==> config.mk <==
export PLATFORM = sky130hd
export DESIGN_NAME = mhd_cell
export DESIGN_NICKNAME = d
export VERILOG_FILES = /design/src/hw/rtl/mhd_pkg.sv /design/src/hw/rtl/mhd_cell.sv
export SDC_FILE = /design/constraint.sdc
export NUM_CORES = 1
export LEC_CHECK = 0
export BUFFER_PORTS_ARGS = -buffer_cell sky130_fd_sc_hd__buf_4
export CAP_MARGIN = 20
export CORE_MARGIN = 2
export CORE_UTILIZATION = 50
export CTS_CLUSTER_SIZE = 10
export DETAILED_ROUTE_END_ITERATION = 10
export PLACE_DENSITY_LB_ADDON = 0.12
export SLEW_MARGIN = 15
export SYNTH_ARGS = -nofsm -noshare
export SYNTH_HDL_FRONTEND = slang
export SYNTH_SLANG_ARGS = --single-unit
==> constraint.sdc <==
create_clock -name clock -period 15 [get_ports clock]
set_clock_uncertainty 0.1 [all_clocks]
set_input_delay 1.5 -clock clock [delete_from_list [all_inputs] [get_ports clock]]
set_output_delay 1.5 -clock clock [all_outputs]
set_load 0.01 [all_outputs]
==> src/hw/rtl/mhd_pkg.sv <==
// ---------------------------------------------------------------------------
// mhd_pkg
// Types, constants and helper functions shared by the heading unit modules.
// ---------------------------------------------------------------------------
package mhd_pkg;

   localparam int CORDIC_STAGES = 16;
   localparam int STAGE_W       = 5;
   localparam int FRAC          = 16;
   localparam int VEC_W         = 36;
   localparam int Z_W           = 30;
   localparam int HDG_W         = 12;
   localparam int IN_W          = 48;
   localparam int OUT_W         = 80;

   // headings in tenths of a degree
   localparam logic [HDG_W-1:0] HDG_QUARTER = 12'd900;
   localparam logic [HDG_W-1:0] HDG_HALF    = 12'd1800;
   localparam logic [HDG_W-1:0] HDG_THREE_Q = 12'd2700;
   localparam logic [HDG_W-1:0] HDG_FULL    = 12'd3600;

   // the same angles in accumulator units
   localparam logic signed [Z_W-1:0] Z_QUARTER = Z_W'(longint'(900) << FRAC);
   localparam logic signed [Z_W-1:0] Z_HALF    = Z_W'(longint'(1800) << FRAC);
   localparam logic signed [Z_W-1:0] Z_FULL    = Z_W'(longint'(3600) << FRAC);

   typedef struct packed {
      logic signed [15:0]      field_x;
      logic signed [15:0]      field_y;
      logic signed [15:0]      field_z;
      logic                    fixed;
      logic [HDG_W-1:0]        fixed_heading;
      logic signed [VEC_W-1:0] vx;
      logic signed [VEC_W-1:0] vy;
      logic signed [Z_W-1:0]   z;
   } mhd_item_type;

   // atan(2^-s) in 2^-16 tenths of a degree, rounded
   function automatic logic signed [Z_W-1:0] atan_angle(input logic [STAGE_W-1:0] s);
      logic signed [Z_W-1:0] a;
      case (s)
         5'd0:    a = Z_W'(29491200);
         5'd1:    a = Z_W'(17409672);
         5'd2:    a = Z_W'(9198793);
         5'd3:    a = Z_W'(4669451);
         5'd4:    a = Z_W'(2343786);
         5'd5:    a = Z_W'(1173036);
         5'd6:    a = Z_W'(586661);
         5'd7:    a = Z_W'(293348);
         5'd8:    a = Z_W'(146676);
         5'd9:    a = Z_W'(73339);
         5'd10:   a = Z_W'(36669);
         5'd11:   a = Z_W'(18335);
         5'd12:   a = Z_W'(9167);
         5'd13:   a = Z_W'(4584);
         5'd14:   a = Z_W'(2292);
         5'd15:   a = Z_W'(1146);
         5'd16:   a = Z_W'(573);
         5'd17:   a = Z_W'(286);
         5'd18:   a = Z_W'(143);
         5'd19:   a = Z_W'(72);
         5'd20:   a = Z_W'(36);
         5'd21:   a = Z_W'(18);
         5'd22:   a = Z_W'(9);
         5'd23:   a = Z_W'(4);
         default: a = '0;
      endcase
      return a;
   endfunction

   // reciprocal multiplies, exact for inputs below 4096
   function automatic logic [8:0] div10(input logic [HDG_W-1:0] t);
      logic [23:0] p;
      p = 24'(t) * 24'd3277;
      return p[23:15];
   endfunction

   function automatic logic [5:0] div100(input logic [HDG_W-1:0] t);
      logic [24:0] p;
      p = 25'(t) * 25'd5243;
      return p[24:19];
   endfunction

   function automatic logic [2:0] div1000(input logic [HDG_W-1:0] t);
      logic [24:0] p;
      p = 25'(t) * 25'd4195;
      return p[24:22];
   endfunction

endpackage

==> src/hw/rtl/mhd_cell.sv <==
// ---------------------------------------------------------------------------
// mhd_cell
// One vectoring rotation step: drives the vector toward the positive X axis
// and accumulates the angle turned, then hands the item to the next cell.
// ---------------------------------------------------------------------------
module mhd_cell (
   input  logic                         clock,
   input  logic                         reset,
   input  logic [mhd_pkg::STAGE_W-1:0]  stage,
   input  logic                         in_valid,
   output logic                         in_ready,
   input  mhd_pkg::mhd_item_type        in_item,
   output logic                         out_valid,
   input  logic                         out_ready,
   output mhd_pkg::mhd_item_type        out_item
);
   import mhd_pkg::*;

   logic                    valid_ff;
   mhd_item_type            item_ff;
   mhd_item_type            item_in;
   logic signed [VEC_W-1:0] dx;
   logic signed [VEC_W-1:0] dy;
   logic signed [Z_W-1:0]   angle;

   // arithmetic shift rounds toward minus infinity
   assign dx    = in_item.vy >>> stage;
   assign dy    = in_item.vx >>> stage;
   assign angle = atan_angle(stage);

   always_comb begin
      item_in = in_item;
      if (!in_item.vy[VEC_W-1]) begin
         item_in.vx = in_item.vx + dx;
         item_in.vy = in_item.vy - dy;
         item_in.z  = in_item.z + angle;
      end else begin
         item_in.vx = in_item.vx - dx;
         item_in.vy = in_item.vy + dy;
         item_in.z  = in_item.z - angle;
      end
   end

   assign in_ready = !valid_ff || out_ready;

   always_ff @(posedge clock) begin
      if (reset) begin
         valid_ff <= 1'b0;
      end else if (in_ready) begin
         valid_ff <= in_valid;
      end
   end

   always_ff @(posedge clock) begin
      if (in_ready) begin
         item_ff <= item_in;
      end
   end

   assign out_valid = valid_ff;
   assign out_item  = item_ff;

endmodule

# After elaboration in Yosys (flattened, before gate mapping)
# Memories as Yosys holds them, arrays and structs flattened.
# Cells that the tools add are included.
[classes]
reduce_logical = 2
n_mux = 1
shifts = 2
addsub = 6
[op_table]
columns = ["cell", "count"]
rows = [
  ["$mux W102", 1],
  ["$add A36 B36 Y36", 2],
  ["$sshr A36 B5 Y36", 2],
  ["$sub A36 B36 Y36", 2],
  ["$add A30 B30 Y30", 1],
  ["$sub A30 B30 Y30", 1],
  ["$logic_not A1 Y1", 1],
  ["$logic_or A1 B1 Y1", 1],
]
[word_totals]
word_cells = 21
rom_bits = 800
inputBits = 172
out_inout_bits = 165
mem_count = 1
reg_bits = 164
[memory_table]
columns = ["name", "words", "word_bits", "rd", "rd_ports_with_merged_regs", "write_ports", "line", "source"]
rows = [
  ["(name not given)", 32, 25, 1, 0, 0, "mhd_pkg.sv:41", "case (s)"],
]

# Logic depth before layout (Yosys ltp)
[depth]
ltp_word = 3
depth_mapped = 32
depth_no_buf = 25

# Worst setup path after synthesis
# No wires, ideal clock.
[synth_timing]
kind = "input to register"
from = "input port stage[0] (netlist name)"
to = "register item_ff (netlist bit out_item[27]) (data pin)"
t_arrival_ns = 6.830
n_path_buf = 7
slack_ns = 7.813
setup_time_ns = 0.258
cell_stages = 29
cell_sequence = "buf_6 buf_6 buf_2 buf_2 buf_2 inv_1 ha_1 clkbuf_1 mux4_2 a21oi_1 ha_1 inv_1 nor2_1 nand2_1 nor3_1 nor2_1 xor2_1 ha_1 clkbuf_1 a21o_1 a21o_1 a21o_1 a21o_1 a21o_1 a21oi_1 o211ai_1 a31o_2 a21oi_1 xnor2_1"
[synth_lines]
columns = ["item", "line", "source"]
rows = [
  ["start, declared", "mhd_cell.sv:9", "input logic [mhd_pkg::STAGE_W-1:0] stage,"],
  ["end signal, assigned", "mhd_cell.sv:56", "item_ff <= item_in;"],
  ["end, declared", "mhd_cell.sv:20", "mhd_item_type item_ff;"],
]

==> results.tsv <==
metric	value	unit
status	finished clean	
gr ovfl total	0	
FF+latch count, synth	164	
total CTS buffers	17	
Hold Crit Class	flip-flop to flip-flop	
Worst Tran Pin Value	1.18	ns
Post-synth EDFFs	163	
reg-to-reg startpoint	out_valid	
Seq/Total Area, Yosys	0.276	
# nets final	2375	
vias in the first global route	15200	
max frequency	116	MHz
ys flop type	edfxtp_1	
slew margin rel.	0.209	
Overall Global Routing Usage	0.310	
WP buf/inv	2	
Worst R2R End	out_item[136]	
PortBufs	336	
CP Capture Type	flip-flop	
root buf cell	clkbuf_16	
Die ar.	0.0372	mm2
Pleak	8.86	nW
Worst Reg-to-Reg Cells	2	
CP endpoint	out_item[100]	
largest net degree at the start of global routing	74	
Max-Cap Viols	0	
routed vias/inst	6.35	
Post-CTS Hold Buffers	0	
Post-synth ARST share	0	
cell area after synthesis	0.0178	mm2
Routed Antenna Nets	0	
crit path time final	8.65	ns
critical path's top delay family	compound AO/OA/AOI/OAI gates	
Pre-Repair DR Iteration Count	6	
Initial Util	0.505	
n_diodes	0	
Final WS setup	6.35	ns
Iteration-0 DRC Markers	1492	
Setup crit start	stage[0]	
Critical Path Max Stage Delay	0.78	ns
detailed-route via count	16300	
WS Path Type	input pin to flip-flop	
Clock Latency Late Sink	0.45	ns
clk sink count	164	
maximum vdd drop	0.0851	mV
critical path launch point type	input pin	
DPL Wire Length	45.1	mm
Area contributors post-synth	edfxtp_1, mux4_2, ha_1	
Mapped Cells	1817	
worst path required time	15.10	ns
Fillers	3090	
Final Wtd Congestion	0.985	
post_cts resized	0	
# DRC	0	
final hold vios	0	
Area Growth Syn to Fin	18.0	%
RSZ-0062 raised after global routing	false	
final std cells w/o fill	2559	
Max Slew Vio Count	0	
Tcrit/Tclk final	0.577	
crit path cell chain	buf_6, buf_4, mux4_1, a21boi_0, mux4_2, o211ai_2, or4b_4, nor2b_1, nor2_1, xnor2_1, ha_1, and3_1, a31oi_1, nand2_1, a21oi_1, o221ai_1, o41ai_1, o311ai_0, and3_1, or4_1	
pre-CTS setup slack	5.90	ns
Synth cell types	97	
Yosys top cell area share	0.275	
die height	193	um
slowest CP cell	buf_4	
Core Area	0.0353	mm2
Row Count	69	
crit path max fanout	67	
Yosys warning total	0	
Placed Cells	2527	
WL final	58.5	mm
leading area contributor after synthesis	edfxtp_1	
Net Count, Synth	2106	
r2r setup slk	12.80	ns
Ports	337	
first-pass GRT wire length	87.4	mm
setup_tns	0	ns
clk slew on worst S/H paths	0.08	ns
maximum buffer depth of the clock tree	2	
post-CTS setup buffers	0	
CTS tree	built	
power per cell area	107	mW/mm2
Mapped Avg Cell Area	9.81	um2
number of setup violations in the final report	0	
most frequent CP cell	and3_1	
initial antenna violation count	0	
DIE WIDTH	193	um
htree depth	4	
critical path data arrival time	8.76	ns
share of cells above drive strength 1	0.255	
Levels on crit path	20	
wire per inst	22.9	um
==> power breakdown <==
group	switching, W	internal [W]
clock network	0.000206	0.000285
registers	0.0000344	0.000659
logic	0.000584	0.000488
total	0.000825	0.00143
==> layout make-up <==
type,count,area (um2),share of cell area
Multi-Input combinational cell,1497,12000,0.573
Sequential cell,164,4910,0.234
Timing Repair Buffer,353,2650,0.126
Tap cell,461,577,0.0274
Clock buffer,17,425,0.0202
Clock inverter,14,221,0.0105
Inverter,53,199,0.00946
==> registers in the layout (all words and copies together) (netlist names) <==
register,flops
out_item,163
out_valid,1
==> cell usage in the layout, fill, tap and decap left out, drive strengths merged, types with 17 or more instances in the layout <==
cell type and instances:
mux2 25, nor2b 29, a31oi 23, a21o 56
nor2 157, nor3 37, nand2 146, ha 114
mux4 101, inv 57, buf 353, nand3 28
nand2b 20, a21oi 150, edfxtp 163, clkbuf 17
o21a 25, xor2 50, xnor2 110, mux2i 67
a211oi 24, o21ai 99, and3 19
==> stage by stage <==
stage | power, W | util | instance area, um2 | hold slack [ns]
after floorplan | 0.00137 | - | 17800 | 1.47
after global placement | 0.00175 | 0.577 | 20400 | 0.921
after detailed placement | 0.00177 | 0.577 | 20400 | 0.937
after CTS | 0.00226 | 0.595 | 21000 | 0.954
after global routing | 0.00239 | 0.596 | 21000 | 0.988
final | 0.00226 | 0.596 | 21000 | 0.935
==> how the worst min path moves through the flow <==
stage,start,end,depth (start not counted),slack (ns)
floorplan,reset,out_valid,1,1.47
global placement,out_valid,out_item[147],1,0.92
detailed placement,out_valid,out_item[137],1,0.94
CTS,out_valid,out_item[127],1,0.95
global route,out_valid,out_item[116],1,0.99
finish,out_valid,out_item[127],1,0.94
==> synth_stat cells, types with 25 or more instances <==
library cell	instances
edfxtp_1	163
nor2_1	157
a21oi_1	150
nand2_1	145
ha_1	114
xnor2_1	110
o21ai_0	97
mux4_2	85
mux2i_1	66
a21o_1	56
clkbuf_1	50
inv_1	50
xor2_1	50
nor3_1	35
nor2b_1	29
nand3_1	28
o21a_1	25
==> layer usage <==
metal  wire length (um)  vias up  GRT usage
met2              28500      833      0.528
met1              22600     7788      0.389
met5                  0        -          0
met4               2010        0      0.118
met3               5380      128     0.0575
li1                   -     7501          -
==> cells by family after synthesis <==
family,after synthesis,synth area share
AOI/OAI and AO/OA,526,0.193
and+or+nand+nor,501,0.135
muxes,193,0.185
DFF,164,0.276
xor gates and xnor gates,160,0.0786
buffers and inverters,156,0.0492
adders and majority gates,117,0.0834
Power figures use the tool's default switching activity.
