**src/hw/rtl/mhd_pkg.sv**
```systemverilog
// ---------------------------------------------------------------------------
// mhd_pkg
// Types, constants and helper functions shared by the heading unit modules.
// ---------------------------------------------------------------------------
package mhd_pkg;

   localparam int CORDIC_STAGES = 16;
   localparam int STAGE_W       = 5;
   localparam int FRAC          = 16;
   localparam int VEC_W         = 36;
   localparam int Z_W           = 30;
   localparam int HDG_W         = 12;
   localparam int IN_W          = 48;
   localparam int OUT_W         = 80;

   // headings in tenths of a degree
   localparam logic [HDG_W-1:0] HDG_QUARTER = 12'd900;
   localparam logic [HDG_W-1:0] HDG_HALF    = 12'd1800;
   localparam logic [HDG_W-1:0] HDG_THREE_Q = 12'd2700;
   localparam logic [HDG_W-1:0] HDG_FULL    = 12'd3600;

   // the same angles in accumulator units
   localparam logic signed [Z_W-1:0] Z_QUARTER = Z_W'(longint'(900) << FRAC);
   localparam logic signed [Z_W-1:0] Z_HALF    = Z_W'(longint'(1800) << FRAC);
   localparam logic signed [Z_W-1:0] Z_FULL    = Z_W'(longint'(3600) << FRAC);

   typedef struct packed {
      logic signed [15:0]      field_x;
      logic signed [15:0]      field_y;
      logic signed [15:0]      field_z;
      logic                    fixed;
      logic [HDG_W-1:0]        fixed_heading;
      logic signed [VEC_W-1:0] vx;
      logic signed [VEC_W-1:0] vy;
      logic signed [Z_W-1:0]   z;
   } mhd_item_type;

   // atan(2^-s) in 2^-16 tenths of a degree, rounded
   function automatic logic signed [Z_W-1:0] atan_angle(input logic [STAGE_W-1:0] s);
      logic signed [Z_W-1:0] a;
      case (s)
         5'd0:    a = Z_W'(29491200);
         5'd1:    a = Z_W'(17409672);
         5'd2:    a = Z_W'(9198793);
         5'd3:    a = Z_W'(4669451);
         5'd4:    a = Z_W'(2343786);
         5'd5:    a = Z_W'(1173036);
         5'd6:    a = Z_W'(586661);
         5'd7:    a = Z_W'(293348);
         5'd8:    a = Z_W'(146676);
         5'd9:    a = Z_W'(73339);
         5'd10:   a = Z_W'(36669);
         5'd11:   a = Z_W'(18335);
         5'd12:   a = Z_W'(9167);
         5'd13:   a = Z_W'(4584);
         5'd14:   a = Z_W'(2292);
         5'd15:   a = Z_W'(1146);
         5'd16:   a = Z_W'(573);
         5'd17:   a = Z_W'(286);
         5'd18:   a = Z_W'(143);
         5'd19:   a = Z_W'(72);
         5'd20:   a = Z_W'(36);
         5'd21:   a = Z_W'(18);
         5'd22:   a = Z_W'(9);
         5'd23:   a = Z_W'(4);
         default: a = '0;
      endcase
      return a;
   endfunction

   // reciprocal multiplies, exact for inputs below 4096
   function automatic logic [8:0] div10(input logic [HDG_W-1:0] t);
      logic [23:0] p;
      p = 24'(t) * 24'd3277;
      return p[23:15];
   endfunction

   function automatic logic [5:0] div100(input logic [HDG_W-1:0] t);
      logic [24:0] p;
      p = 25'(t) * 25'd5243;
      return p[24:19];
   endfunction

   function automatic logic [2:0] div1000(input logic [HDG_W-1:0] t);
      logic [24:0] p;
      p = 25'(t) * 25'd4195;
      return p[24:22];
   endfunction

endpackage

```
**src/hw/rtl/mhd_front.sv**
```systemverilog
// ---------------------------------------------------------------------------
// mhd_front
// Assembles the axis words, flags the on-axis cases and pre-rotates the
// left half plane into the right one before the rotation cells.
// ---------------------------------------------------------------------------
module mhd_front (
   input  logic                      clock,
   input  logic                      reset,
   input  logic                      in_valid,
   output logic                      in_ready,
   input  logic [mhd_pkg::IN_W-1:0]  in_data,
   output logic                      out_valid,
   input  logic                      out_ready,
   output mhd_pkg::mhd_item_type     out_item
);
   import mhd_pkg::*;

   logic                    valid_ff;
   mhd_item_type            item_ff;
   mhd_item_type            item_in;
   logic signed [15:0]      x;
   logic signed [15:0]      y;
   logic signed [VEC_W-1:0] vx;
   logic signed [VEC_W-1:0] vy;

   assign x  = {in_data[7:0], in_data[15:8]};
   assign y  = {in_data[39:32], in_data[47:40]};
   assign vx = {{(VEC_W-16-FRAC){x[15]}}, x, {FRAC{1'b0}}};
   assign vy = {{(VEC_W-16-FRAC){y[15]}}, y, {FRAC{1'b0}}};

   always_comb begin
      item_in               = '0;
      item_in.field_x       = x;
      item_in.field_y       = y;
      item_in.field_z       = {in_data[23:16], in_data[31:24]};
      item_in.vx            = vx;
      item_in.vy            = vy;
      item_in.z             = '0;
      if (y == 16'sd0) begin
         item_in.fixed         = 1'b1;
         item_in.fixed_heading = x[15] ? HDG_FULL : HDG_HALF;
      end else if (x == 16'sd0) begin
         item_in.fixed         = 1'b1;
         item_in.fixed_heading = y[15] ? HDG_QUARTER : HDG_THREE_Q;
      end else if (x[15]) begin
         // rotate a quarter turn into the right half plane
         if (!y[15]) begin
            item_in.vx = vy;
            item_in.vy = -vx;
            item_in.z  = Z_QUARTER;
         end else begin
            item_in.vx = -vy;
            item_in.vy = vx;
            item_in.z  = -Z_QUARTER;
         end
      end
   end

   assign in_ready = !valid_ff || out_ready;

   always_ff @(posedge clock) begin
      if (reset) begin
         valid_ff <= 1'b0;
      end else if (in_ready) begin
         valid_ff <= in_valid;
      end
   end

   always_ff @(posedge clock) begin
      if (in_ready) begin
         item_ff <= item_in;
      end
   end

   assign out_valid = valid_ff;
   assign out_item  = item_ff;

endmodule

```
**config.mk**
```make
export PLATFORM = sky130hd
export DESIGN_NAME = mhd_front
export DESIGN_NICKNAME = d
export VERILOG_FILES = /design/src/hw/rtl/mhd_pkg.sv /design/src/hw/rtl/mhd_front.sv
export SDC_FILE = /design/constraint.sdc
export NUM_CORES = 1
export LEC_CHECK = 0
export CELL_PAD_IN_SITES_DETAIL_PLACEMENT = 1
export CELL_PAD_IN_SITES_GLOBAL_PLACEMENT = 1
export CORE_MARGIN = 8
export CORE_UTILIZATION = 35
export CTS_BUF_LIST = sky130_fd_sc_hd__clkbuf_2 sky130_fd_sc_hd__clkbuf_4 sky130_fd_sc_hd__clkbuf_8
export DETAILED_ROUTE_END_ITERATION = 8
export DONT_BUFFER_PORTS = 1
export PLACE_DENSITY_LB_ADDON = 0.05
export SLEW_MARGIN = 20
export SYNTH_ARGS = -nofsm -noshare
export SYNTH_HDL_FRONTEND = slang
export SYNTH_SLANG_ARGS = --single-unit
export TNS_END_PERCENT = 50
```
**constraint.sdc**
```tcl
create_clock -name clock -period 4.3 [get_ports clock]
set_clock_uncertainty 0.05 [all_clocks]
set_input_delay 0.645 -clock clock [delete_from_list [all_inputs] [get_ports clock]]
set_output_delay 0.645 -clock clock [all_outputs]
set_load 0.03 [all_outputs]
```
== Yosys cells after proc, flatten, opt, wreduce, memory -nomap -nowiden ==
Index checks and enable logic that the tools add are counted.

* Register bits after elaboration: 164
* Input bits: 52

* Add/subtract/negate cells: 2
* Muxes and demuxes: 8
* Bitwise operators: 2
* Reduce and logical (&&, ||, !) cells: 7

{| class="wikitable"
|+ Operators with widths
! cell !! count
|-
| $mux W102 || 4
|-
| $neg A32 Y36 || 2
|-
| $mux W12 || 3
|-
| $logic_not A16 Y1 || 2
|-
| $mux W13 || 1
|-
| $reduce_or A4 Y1 || 2
|-
| $reduce_or A3 Y1 || 1
|-
| $not A1 Y1 || 2
|-
| $logic_not A1 Y1 || 1
|-
| $logic_or A1 B1 Y1 || 1
|}

== Logic depth before layout (Yosys ltp) ==
* Word-level depth: 5
* Depth in mapped cells: 9
* Depth with buffers taken out: 7

== Worst setup path before layout ==
OpenSTA, ideal clock, no wires.

* Path type: input -> output
* From: in out_ready
* To: out in_ready
* Arrival time: 3250 ps
* Path slack: 355 ps
* Stages: 1
* Path through: nand2b_1

* Cells in the longest elaborated chain, start to end: 1

{| class="wikitable"
|+ Ends and longest elaborated chain
! item !! RTL line !! text
|-
| from (decl) || mhd_front.sv:13 || <nowiki>input logic out_ready,</nowiki>
|-
| $logic_or A1 B1 Y1 || mhd_front.sv:59 || <nowiki>assign in_ready = !valid_ff || out_ready;</nowiki>
|-
| to (decl) || mhd_front.sv:10 || <nowiki>output logic in_ready,</nowiki>
|}

No other way between the ends.

==> results.yml <==
run_status:
  status: "completed"
route:
  drtPass1Iterations: 4
  drtIter0Drc: 151
  drc: 0
  wl_per_cell_um: 22.8
  via_count: 2547
  wirelength_mm: 11.9
  viasPerCell: 4.88
  antenna_left: 0
timing:
  finalSetupTns_ns: 0
  rsz0062_at_grt: "false"
  slew_violations: 0
  fin_crit_ns: 2.63
  worst_pin_slew_ns: 0.894
  fmax_mhz: 380
  maxSlewHeadroom: 0.404
  post-route-period-util: 0.613
  hold_viol: 0
  setup_violations: 0
grt:
  grt_usage: 0.135
  grt_overflow: 0
  grt_pass1_vias: 2763
  grt_max_degree: 63
  grt_pass1_wl_mm: 17.8
  antenna_found_initial: 0
critical_path:
  timing.rr.start: "out_valid"
  cp_max_fo: 27
  worst-r2r-setup-slack_ns: 2.33
  cp-startpoint: "in_data[47]"
  critical-path-max-stage-delay_ns: 0.80
  cp-start-kind: "primary input"
  r2r_end: "out_item[145]"
  worstSetupPathType: "in2reg"
  cp_cell_sequence: "or4_1, or4_4, nand2_8, inv_2, a2bb2oi_1"
  critical_path_required_ns: 4.38
  reg2reg_depth: 2
  cp.arrival_ns: 2.71
  crit_slowest_cell: "or4_4"
  endpoint_kind: "flip-flop"
  cp-endpoint: "out_item[54]"
final_layout:
  fin_nets: 395
  diodes: 0
  drive_gt1_frac: 0.0780
  area_delta_synth_final_pct: 1.84
  final_core_util: 0.362
min_path:
  min_path_type: "in2reg"
  holdCritStartpoint: "reset"
power_and_ir_drop:
  p_per_area_nw_per_um2: 458
  worst_ir_drop_vdd_v: 0.000181
  p_leak_nw: 1.75
clocking:
  cts_setup_buffers: 0
  clkLatencyLatePin_ns: 0.37
  ctsResizeCount: 0
  cts_tree: "yes"
  cts_buffers: 9
  clockBufferDepth: 2
  path_clk_slew_ns: 0.10
  clock_sinks: 99
  postCtsHoldBufs: 0
  h-tree-depth: 3
  cts-root-buf: "clkbuf_8"
die:
  fp.dieArea_sq_um: 17400
  start_util: 0.356
  core_area_sq_um: 13200
  fp.dieW_um: 132
  rows: 42
  num_io_pins: 217
  dieHeight_um: 132
logic_synthesis:
  synth_area_leaders: "edfxtp_1, buf_4, a21oi_1"
  syn_inst: 364
  yosysTopAreaCell: "edfxtp_1"
  ys_types: 45
  synth_area_sq_um: 4690
  synth_top_area_share: 0.628
  seq_area_frac_synth: 0.632
  syn_area_per_cell_sq_um: 12.9
  yosysWarnings: 0
  synth_seq_cells: 99
place:
  io_buffers: 0
  gp_congestion: 0.719
  dpl.hpwl_mm: 8.54
flow_run:
  maxCapViolations: 0
[registers in the layout (all words and copies together) (netlist names)]
register   cells
out_valid      1
out_item      98
[stage by stage]
step,instance area [sq um],hold slack (ns),cells,setup WS [ns],power [W]
2_1_floorplan,4890,0.664,417,0.355,0.00156
3_3_place_gp,4540,0.665,506,1.29,0.00155
3_5_place_dp,4550,0.668,506,1.25,0.00155
4_1_cts,4770,0.252,522,1.67,0.00222
5_1_grt,4780,0.251,522,1.61,0.00227
6_report,4780,0.274,522,1.67,0.00219
[cells in the mapped netlist, drive strengths merged]
master and instances:
a22o 2, nor4 4, xor2 10, or3 4, o22ai 2, nor2 10, a31oi 5, o41ai 6
a21oi 44, or4 4, o2bb2ai 1, or2 1, clkbuf 17, ha 2, o21ai 7, xnor2 16
and3 5, a21o 1, a21boi 1, nand2b 3, and2 1, a41oi 4, edfxtp 98, nand2 4
nand3 2, inv 11, nor2b 1, or4b 1, nor4b 2, a22oi 2, a211o 1, nand4 2
o31ai 4, nor3 8, buf 73, a2bb2oi 2, conb 1, dfxtp 1, a21bo 1
[worst min-delay path by stage]
| stage | to | slack [ns] | cells past startpoint |
|---|---|---|---|
| final | out_valid | 0.27 | 1 |
| after global routing | out_valid | 0.25 | 1 |
| after CTS | out_valid | 0.25 | 1 |
| after detailed placement | out_valid | 0.67 | 1 |
| after global placement | out_valid | 0.67 | 1 |
| after floorplan | out_valid | 0.66 | 1 |
[placed cells by master (no fill, tap or decap), types with 3 or more instances in the layout]
cell and count:
a21oi_1 44, a31oi_1 5, a41oi_1 4, and3_1 5, clkbuf_8 9, conb_1 54, edfxtp_1 98, inv_1 10
inv_6 3, nand2_1 3, nor2_1 10, nor3_1 7, nor4_1 3, o21ai_0 7, o31ai_1 4, o41ai_1 6
or3_1 4, or4_1 3, xnor2_1 16, xor2_1 10
[routing by layer]
| metal | part of all wire | vias up | track usage |
|---|---|---|---|
| met5 | 0 | - | 0 |
| met1 | 0.40 | 1251 | 0.147 |
| met4 | 0.015 | 0 | 0.0517 |
| met3 | 0.085 | 11 | 0.0617 |
| li1 | - | 1173 | - |
| met2 | 0.50 | 112 | 0.225 |
[cells by family (layout without fill, tap and decap cells)]
| group | count (synthesis) | count (layout) | share of synthesized area |
|---|---|---|---|
| compound gates | 83 | 83 | 0.109 |
| simple gates | 52 | 52 | 0.0664 |
| xor+xnor | 26 | 26 | 0.0486 |
| flops | 99 | 99 | 0.632 |
| fa+ha+maj | 2 | 2 | 0.00534 |
| buf+inv | 101 | 30 | 0.138 |
| other cells | 1 | 54 | 0.000800 |
[power by group]
part / internal (W) / switching, W
registers: 0.00115 / 0.000191
logic: 0.0000456 / 0.000133
clock network: 0.000332 / 0.000333
[critical path: cells and delay by family]
kind            cells  cell delay [ns]
compound gates      1             0.19
buf+inv             1             0.19
simple gates        3             1.67
[cell type report]
type / instances / area [sq um]
clock buffer: 9 / 124
clock inverter: 7 / 97.6
inverter: 11 / 41.3
fill: 1394 / 8410
multi-input combinational: 217 / 1290
timing repair buffer: 3 / 35.0
tap: 176 / 220
sequential: 99 / 2960
(Power assumes the default switching activity.)
