[config.mk]
export PLATFORM = sky130hd
export DESIGN_NAME = mhd_back
export DESIGN_NICKNAME = d
export VERILOG_FILES = /design/src/hw/rtl/mhd_pkg.sv /design/src/hw/rtl/mhd_back.sv
export SDC_FILE = /design/constraint.sdc
export NUM_CORES = 1
export LEC_CHECK = 0
export BUFFER_PORTS_ARGS = -buffer_cell sky130_fd_sc_hd__buf_2
export CAP_MARGIN = 10
export CORE_UTILIZATION = 50
export DETAILED_ROUTE_END_ITERATION = 10
export PLACE_DENSITY = 0.78
export SETUP_SLACK_MARGIN = 0.5
export SYNTH_ARGS = -nofsm -noshare
export SYNTH_HDL_FRONTEND = slang
export SYNTH_SLANG_ARGS = --single-unit
export TNS_END_PERCENT = 20
[constraint.sdc]
create_clock -name clock -period 6.7 [get_ports clock]
set_input_delay 0.335 -clock clock [delete_from_list [all_inputs] [get_ports clock]]
set_output_delay 0.335 -clock clock [all_outputs]
set_load 0.005 [all_outputs]
[src/hw/rtl/mhd_pkg.sv]
// ---------------------------------------------------------------------------
// mhd_pkg
// Types, constants and helper functions shared by the heading unit modules.
// ---------------------------------------------------------------------------
package mhd_pkg;

   localparam int CORDIC_STAGES = 16;
   localparam int STAGE_W       = 5;
   localparam int FRAC          = 16;
   localparam int VEC_W         = 36;
   localparam int Z_W           = 30;
   localparam int HDG_W         = 12;
   localparam int IN_W          = 48;
   localparam int OUT_W         = 80;

   // headings in tenths of a degree
   localparam logic [HDG_W-1:0] HDG_QUARTER = 12'd900;
   localparam logic [HDG_W-1:0] HDG_HALF    = 12'd1800;
   localparam logic [HDG_W-1:0] HDG_THREE_Q = 12'd2700;
   localparam logic [HDG_W-1:0] HDG_FULL    = 12'd3600;

   // the same angles in accumulator units
   localparam logic signed [Z_W-1:0] Z_QUARTER = Z_W'(longint'(900) << FRAC);
   localparam logic signed [Z_W-1:0] Z_HALF    = Z_W'(longint'(1800) << FRAC);
   localparam logic signed [Z_W-1:0] Z_FULL    = Z_W'(longint'(3600) << FRAC);

   typedef struct packed {
      logic signed [15:0]      field_x;
      logic signed [15:0]      field_y;
      logic signed [15:0]      field_z;
      logic                    fixed;
      logic [HDG_W-1:0]        fixed_heading;
      logic signed [VEC_W-1:0] vx;
      logic signed [VEC_W-1:0] vy;
      logic signed [Z_W-1:0]   z;
   } mhd_item_type;

   // atan(2^-s) in 2^-16 tenths of a degree, rounded
   function automatic logic signed [Z_W-1:0] atan_angle(input logic [STAGE_W-1:0] s);
      logic signed [Z_W-1:0] a;
      case (s)
         5'd0:    a = Z_W'(29491200);
         5'd1:    a = Z_W'(17409672);
         5'd2:    a = Z_W'(9198793);
         5'd3:    a = Z_W'(4669451);
         5'd4:    a = Z_W'(2343786);
         5'd5:    a = Z_W'(1173036);
         5'd6:    a = Z_W'(586661);
         5'd7:    a = Z_W'(293348);
         5'd8:    a = Z_W'(146676);
         5'd9:    a = Z_W'(73339);
         5'd10:   a = Z_W'(36669);
         5'd11:   a = Z_W'(18335);
         5'd12:   a = Z_W'(9167);
         5'd13:   a = Z_W'(4584);
         5'd14:   a = Z_W'(2292);
         5'd15:   a = Z_W'(1146);
         5'd16:   a = Z_W'(573);
         5'd17:   a = Z_W'(286);
         5'd18:   a = Z_W'(143);
         5'd19:   a = Z_W'(72);
         5'd20:   a = Z_W'(36);
         5'd21:   a = Z_W'(18);
         5'd22:   a = Z_W'(9);
         5'd23:   a = Z_W'(4);
         default: a = '0;
      endcase
      return a;
   endfunction

   // reciprocal multiplies, exact for inputs below 4096
   function automatic logic [8:0] div10(input logic [HDG_W-1:0] t);
      logic [23:0] p;
      p = 24'(t) * 24'd3277;
      return p[23:15];
   endfunction

   function automatic logic [5:0] div100(input logic [HDG_W-1:0] t);
      logic [24:0] p;
      p = 25'(t) * 25'd5243;
      return p[24:19];
   endfunction

   function automatic logic [2:0] div1000(input logic [HDG_W-1:0] t);
      logic [24:0] p;
      p = 25'(t) * 25'd4195;
      return p[24:22];
   endfunction

endpackage

[src/hw/rtl/mhd_back.sv]
// ---------------------------------------------------------------------------
// mhd_back
// Offsets and clamps the accumulated angle to a 0..3600 heading, holds the
// result item and splits the heading into decimal digits.
// ---------------------------------------------------------------------------
module mhd_back (
   input  logic                      clock,
   input  logic                      reset,
   input  logic                      in_valid,
   output logic                      in_ready,
   input  mhd_pkg::mhd_item_type     in_item,
   output logic                      out_valid,
   input  logic                      out_ready,
   output logic [mhd_pkg::OUT_W-1:0] out_data
);
   import mhd_pkg::*;

   logic                  valid_ff;
   logic [47:0]           fields_ff;
   logic [HDG_W-1:0]      heading_ff;
   logic [HDG_W-1:0]      heading_in;
   logic signed [Z_W-1:0] h;
   logic [8:0]            q10;
   logic [5:0]            q100;
   logic [2:0]            q1000;
   logic [HDG_W-1:0]      tenth_wide;
   logic [8:0]            units_wide;
   logic [5:0]            tens_wide;

   assign h = in_item.z + Z_HALF;

   always_comb begin
      if (in_item.fixed) begin
         heading_in = in_item.fixed_heading;
      end else if (h[Z_W-1]) begin
         heading_in = '0;
      end else if (h > Z_FULL) begin
         heading_in = HDG_FULL;
      end else begin
         heading_in = h[FRAC+HDG_W-1:FRAC];
      end
   end

   assign in_ready = !valid_ff || out_ready;

   always_ff @(posedge clock) begin
      if (reset) begin
         valid_ff <= 1'b0;
      end else if (in_ready) begin
         valid_ff <= in_valid;
      end
   end

   always_ff @(posedge clock) begin
      if (in_ready) begin
         fields_ff  <= {in_item.field_z, in_item.field_y, in_item.field_x};
         heading_ff <= heading_in;
      end
   end

   assign q10        = div10(heading_ff);
   assign q100       = div100(heading_ff);
   assign q1000      = div1000(heading_ff);
   assign tenth_wide = heading_ff - (12'(q10) * 12'd10);
   assign units_wide = q10 - (9'(q100) * 9'd10);
   assign tens_wide  = q100 - (6'(q1000) * 6'd10);

   assign out_valid = valid_ff;
   assign out_data  = {6'b0, tenth_wide[3:0], units_wide[3:0], tens_wide[3:0],
                       q1000[1:0], heading_ff, fields_ff};

endmodule

After elaboration in Yosys (flattened, before gate mapping):

Index checks and enable logic that the tools add are counted.

* bits in registers: 61
* bits of input ports: 167
* output and inout bits: 82
* word-level logic and storage cells: 19

* add/sub/neg operators: 4
* multipliers: 6
* magnitude comparators: 1
* muxes and demuxes: 3
* reductions and logical operators: 2

Operator list (number)
* 12-bit by 13-bit multiplier with 25-bit output (second input constant): 2
* 12-bit 2-to-1 mux: 3
* 30-bit by 28-bit adder with 30-bit output (second input constant): 1
* 30-bit by 29-bit > comparator with 1-bit output (second input constant): 1
* 12-bit by 12-bit multiplier with 24-bit output (second input constant): 1
* 4-bit subtractor: 3
* 9-bit by 3-bit multiplier with 3-bit output (second input constant): 1
* 6-bit by 3-bit multiplier with 3-bit output (second input constant): 1
* 3-bit by 3-bit multiplier with 3-bit output (second input constant): 1
* 1-bit logical NOT: 1
* 1-bit logical OR: 1

Logic depth before layout (Yosys ltp):

* word-level depth: 5
* depth in mapped cells: 25
* gate-level depth less buffers: 25

Worst setup path after synthesis:

Ideal clock, no wire load.

* path type: register -> output
* from: reg heading_ff[10]
* to: out out_data[65] (netlist bit)
* arrival time: 5.937 ns
* required time: 6.365 ns
* path slack: 0.428 ns
* cell stages (with the launch flop): 22
* buffers on the path: 0
* cell sequence: edfxtp_1 -> fa_1 -> xor2_1 -> ha_1 -> fa_1 -> fa_1 -> inv_1 -> fa_1 -> inv_1 -> ha_1 -> and4_1 -> a221oi_2 -> o211ai_2 -> a21oi_2 -> o21bai_1 -> xnor2_1 -> ha_1 -> fa_1 -> xor2_1 -> xnor2_1 -> xnor2_1 -> xnor3_1

* longest elaborated chain between the ends: 3
* elaborated cells on any way between the ends: 4
* classes of those cells: 1 x add/sub; 3 x mul

RTL lines
* start: declaration: RTL line mhd_back.sv:20 `logic [HDG_W-1:0] heading_ff;`
* start signal: assignment: RTL line mhd_back.sv:57 `heading_ff <= heading_in;`
* 12-bit by 13-bit multiplier with 25-bit output: RTL line mhd_pkg.sv:86 `p = 25'(t) * 25'd4195;`
* 3-bit by 3-bit multiplier with 3-bit output: RTL line mhd_back.sv:66 `assign tens_wide = q100 - (6'(q1000) * 6'd10);`
* 4-bit subtractor (*): RTL line mhd_back.sv:66
* end: declaration: RTL line mhd_back.sv:14 `output logic [mhd_pkg::OUT_W-1:0] out_data`

Mark *: on every way between the ends. The rest lies on a longest branch, timed or not.

Final worst setup path:

* from: reg heading_ff[7]
* to: out out_data[65] (netlist bit)

Same word-level chain as after synthesis.

==> key figures <==
Clocking
  • CTS buffer count: 9
  • Cts hold-fix bufs: 0
  • Clock slew at reported path FFs: 0.06 ns
  • Root buffer cell: clkbuf_16
  • TritonCTS clock tree: built
  • Worst-case clock buffer depth: 2
  • H-tree depth: 3
  • Clk Latency, worst-skew pair: around 0.33 ns
  • CTS Sinks: between 60 and 70

Detailed routing
  • Total Wirelength: 20100 µm
  • WL met1: about 8000 µm
  • Detailed-route DRC error count: 0
  • Total iterations of the first detailed-routing run: 4
  • DR top layer: met4
  • Met2 routed WL: between 10000 and 15000 µm
  • DR WL met3: 1130 µm
  • Number of vias per cell: between 5 and 6
  • Wire per inst: 17.0 µm
  • 1st-iter DRT viols: roughly 220
  • Vias: 5998
  • Post-route ant nets: 0

STA
  • Worst Max-Slew Pin Slew: roughly 0.75 ns
  • Tmin final: roughly 6.7 ns
  • Period utilization: 100%
  • RSZ-0062 raised after global routing: true
  • Final WS setup: -0.00462 ns
  • Hold slack final: 0.156 ns
  • Slew HR: roughly half
  • Max frequency: 149 MHz
  • # setup viols final: 1
  • Setup TNS: -0.00462 ns
  • Final hold viol count: 0
  • Final slew viol count: 0
  • Worst Clk Skew: approximately 0.0052 ns

Critical path
  • Worst EP arrival: between 6 and 7 ns
  • CP max FO: 5
  • Critical Path Sink Type: primary output
  • Startpoint types: flip-flop
  • Crit Path Class: reg -> out
  • Data required, critical path: between 6 and 7 ns

Synthesis
  • Post-synth ARST share: 0%
  • Register area share after synthesis: between 20% and 30%
  • YS warnings: 0
  • Count of different cell masters after synthesis: approximately 60
  • Post-Syn Instances: 740
  • Avg Inst Size Synth: approximately 11 µm²
  • #FFs+latches synth: between 60 and 70
  • Post-synth EDFFs: 60
  • Main synth FF type: edfxtp_1
  • Synthesized cell area: 0.00827 mm²

Global route
  • Vias in the first global route: 6679
  • Total GRT Usage: between 20% and 30%
  • First-pass GRT wire length: approximately 32000 µm
  • Pin count of the biggest net entering global routing: 63
  • GRT overflow: 0
  • Initial antenna violation count: 0

Placed design
  • Detailed placer's ending HPWL: approximately 17000 µm
  • Placed Area: approximately 0.0096 mm²
  • GP Congestion: between 0.9 and 1
  • Port bufs: 170
  • Place WS: 0.00664 ns

Power
  • Pwr Density: between 400 and 500 mW/mm²
  • Maximum VDD drop: 771 µV
  • Comb pwr share: 81.5%
  • Seq pwr share: under 10%
  • Clock network fraction of design power: a little under a tenth
  • Sw frac: between 40% and 50%
  • Psw: between 0.002 and 0.0025 W
  • Pint: ~0.0027 W
  • Total power: 0.00503 W
  • Leakage: around 5.6 nW

Floorplan
  • I/O pins: between 200 and 250
  • DIE AREA: between 0.015 and 0.02 mm²
  • Die width: about 130 µm
  • Height of the die: 131 µm
  • # rows: 46
  • Initial core utilization: between 50% and 60%
  • Placeable core area: 0.0160 mm²

Hold path
  • HP Class: in -> reg

Job
  • Max-Cap Viols: 0

Finish
  • Synth-to-Final Area Change: 24.2%
  • # nets final: between 1000 and 1500
  • Layout cells sized above 1: 29.3%
  • Fin area: about 0.01 mm²

Status
  • Status: finished with violations
  • Failing checks: negative setup slack
state kept, by name, summed over array words and instances, names as in the netlist:
register,cells
fields_ff,48
heading_ff,12
out_valid,1
final cells by class:
cell class | count | area [µm²]
antenna | 1 | 2.50
timing repair buffer | 215 | 1220
fill | 1264 | 5740
clock inverter | 7 | 73.8
inverter | 207 | 777
multi-input combinational | 467 | 5870
sequential | 61 | 1820
clock buffer | 9 | 225
tap | 216 | 270
synthesized netlist by cell type (4+ instances only):
| library cell | n | area share [%] |
|---|---|---|
| xor2_1 | 9 | 0.95 |
| a21o_1 | 14 | 1.3 |
| nand2_1 | 13 | 0.59 |
| a22o_1 | 7 | 0.74 |
| xnor2_1 | 26 | 2.8 |
| ha_1 | 189 | 29 |
| or2_2 | 4 | 0.30 |
| fa_1 | 96 | 23 |
| edfxtp_1 | 60 | 22 |
| a21oi_1 | 15 | 0.91 |
| buf_4 | 7 | 0.64 |
| nand3_1 | 5 | 0.30 |
| inv_1 | 207 | 9.4 |
| nor2_1 | 9 | 0.41 |
| nor4_1 | 4 | 0.30 |
| o21ai_0 | 4 | 0.24 |
timing repair:
item | CTS | global route
buffers inserted | 13 | 4
gates cloned | 0 | 0
endpoints found under the setup margin | 5 | 6
endpoints found under the hold margin | 0 | 0
resized for setup | 27 | 26
pin swaps | 23 | 20
placed cells by master, fill, tap and decap left out, types with 5 or more instances in the layout:
cell type / synthesis / routed
nor2_1: 9 / 9
buf_4: 7 / 37
buf_2: 1 / 169
buf_6: 0 / 9
inv_2: 0 / 7
clkbuf_16: 0 / 9
nand3_1: 5 / 5
a21oi_1: 15 / 14
nand2_1: 13 / 12
a22o_1: 7 / 7
ha_4: 0 / 9
fa_1: 96 / 95
xor2_1: 9 / 8
xnor2_1: 26 / 21
edfxtp_1: 60 / 60
inv_1: 207 / 200
a21o_1: 14 / 14
xnor2_2: 0 / 5
conb_1: 1 / 6
ha_1: 189 / 176
path summary, 6_finish.rpt:
| kind | from | end | slack, ns | cells after the start |
|---|---|---|---|---|
| setup / recovery | heading_ff[7] | out_data[65] | -0.005 | 21 |
| hold / removal | reset | out_valid | 0.16 | 2 |
| setup reg to reg | out_valid | heading_ff[11] | 5.32 | 2 |
| hold reg to reg | out_valid | fields_ff[26] | 1.03 | 2 |
worst max-delay path, cell delays in order (launching register included):
cell and delay (ns):
edfxtp_1 0.53, fa_1 0.59, buf_4 0.17, ha_1 0.33
fa_1 0.53, fa_1 0.45, fa_1 0.50, ha_1 0.31
a21o_1 0.17, a221o_1 0.35, nand2_2 0.08, o211ai_4 0.11
a21oi_4 0.24, o21bai_4 0.08, xnor2_2 0.15, ha_2 0.20
fa_2 0.36, xor2_2 0.19, xnor2_1 0.19, xnor2_1 0.15
xnor3_1 0.23, buf_2 0.13
per-layer routing:
metal	vias to the layer above	GRT usage (%)
met3	37	4.44
met4	0	9.40
met5	-	0
met2	184	46.5
met1	2909	28.5
li1	2868	-
per-stage QoR:
step | util (%) | instances
3_3_place_gp | 59.7 | 1149
2_1_floorplan | - | 745
5_1_grt | 64.1 | 1182
4_1_cts | 62.9 | 1178
3_5_place_dp | 59.7 | 1149
6_report | 64.1 | 1183
power groups by stage:
stage          combinational, W  sequential (W)  clock [W]
6_report                0.00410        0.000475   0.000456
5_1_grt                 0.00468        0.000478   0.000475
4_1_cts                 0.00382        0.000475   0.000458
3_5_place_dp            0.00365        0.000485          0
2_1_floorplan           0.00258        0.000493          0
3_3_place_gp            0.00353        0.000484          0
cells by family (layout without fill, tap and decap cells):
logic type,after synthesis,after routing,share of synthesized area [%]
AND/OR/NAND/NOR,63,63,4.50
AO/OA/AOI/OAI,74,74,6.66
XOR/XNOR,38,38,4.59
flip-flops,61,61,22.0
other,1,7,0.0454
multiplexers,1,1,0.121
buffers and inverters,217,438,10.2
adder cells (fa/ha/maj),285,285,51.9
(Power assumes the default switching activity.)
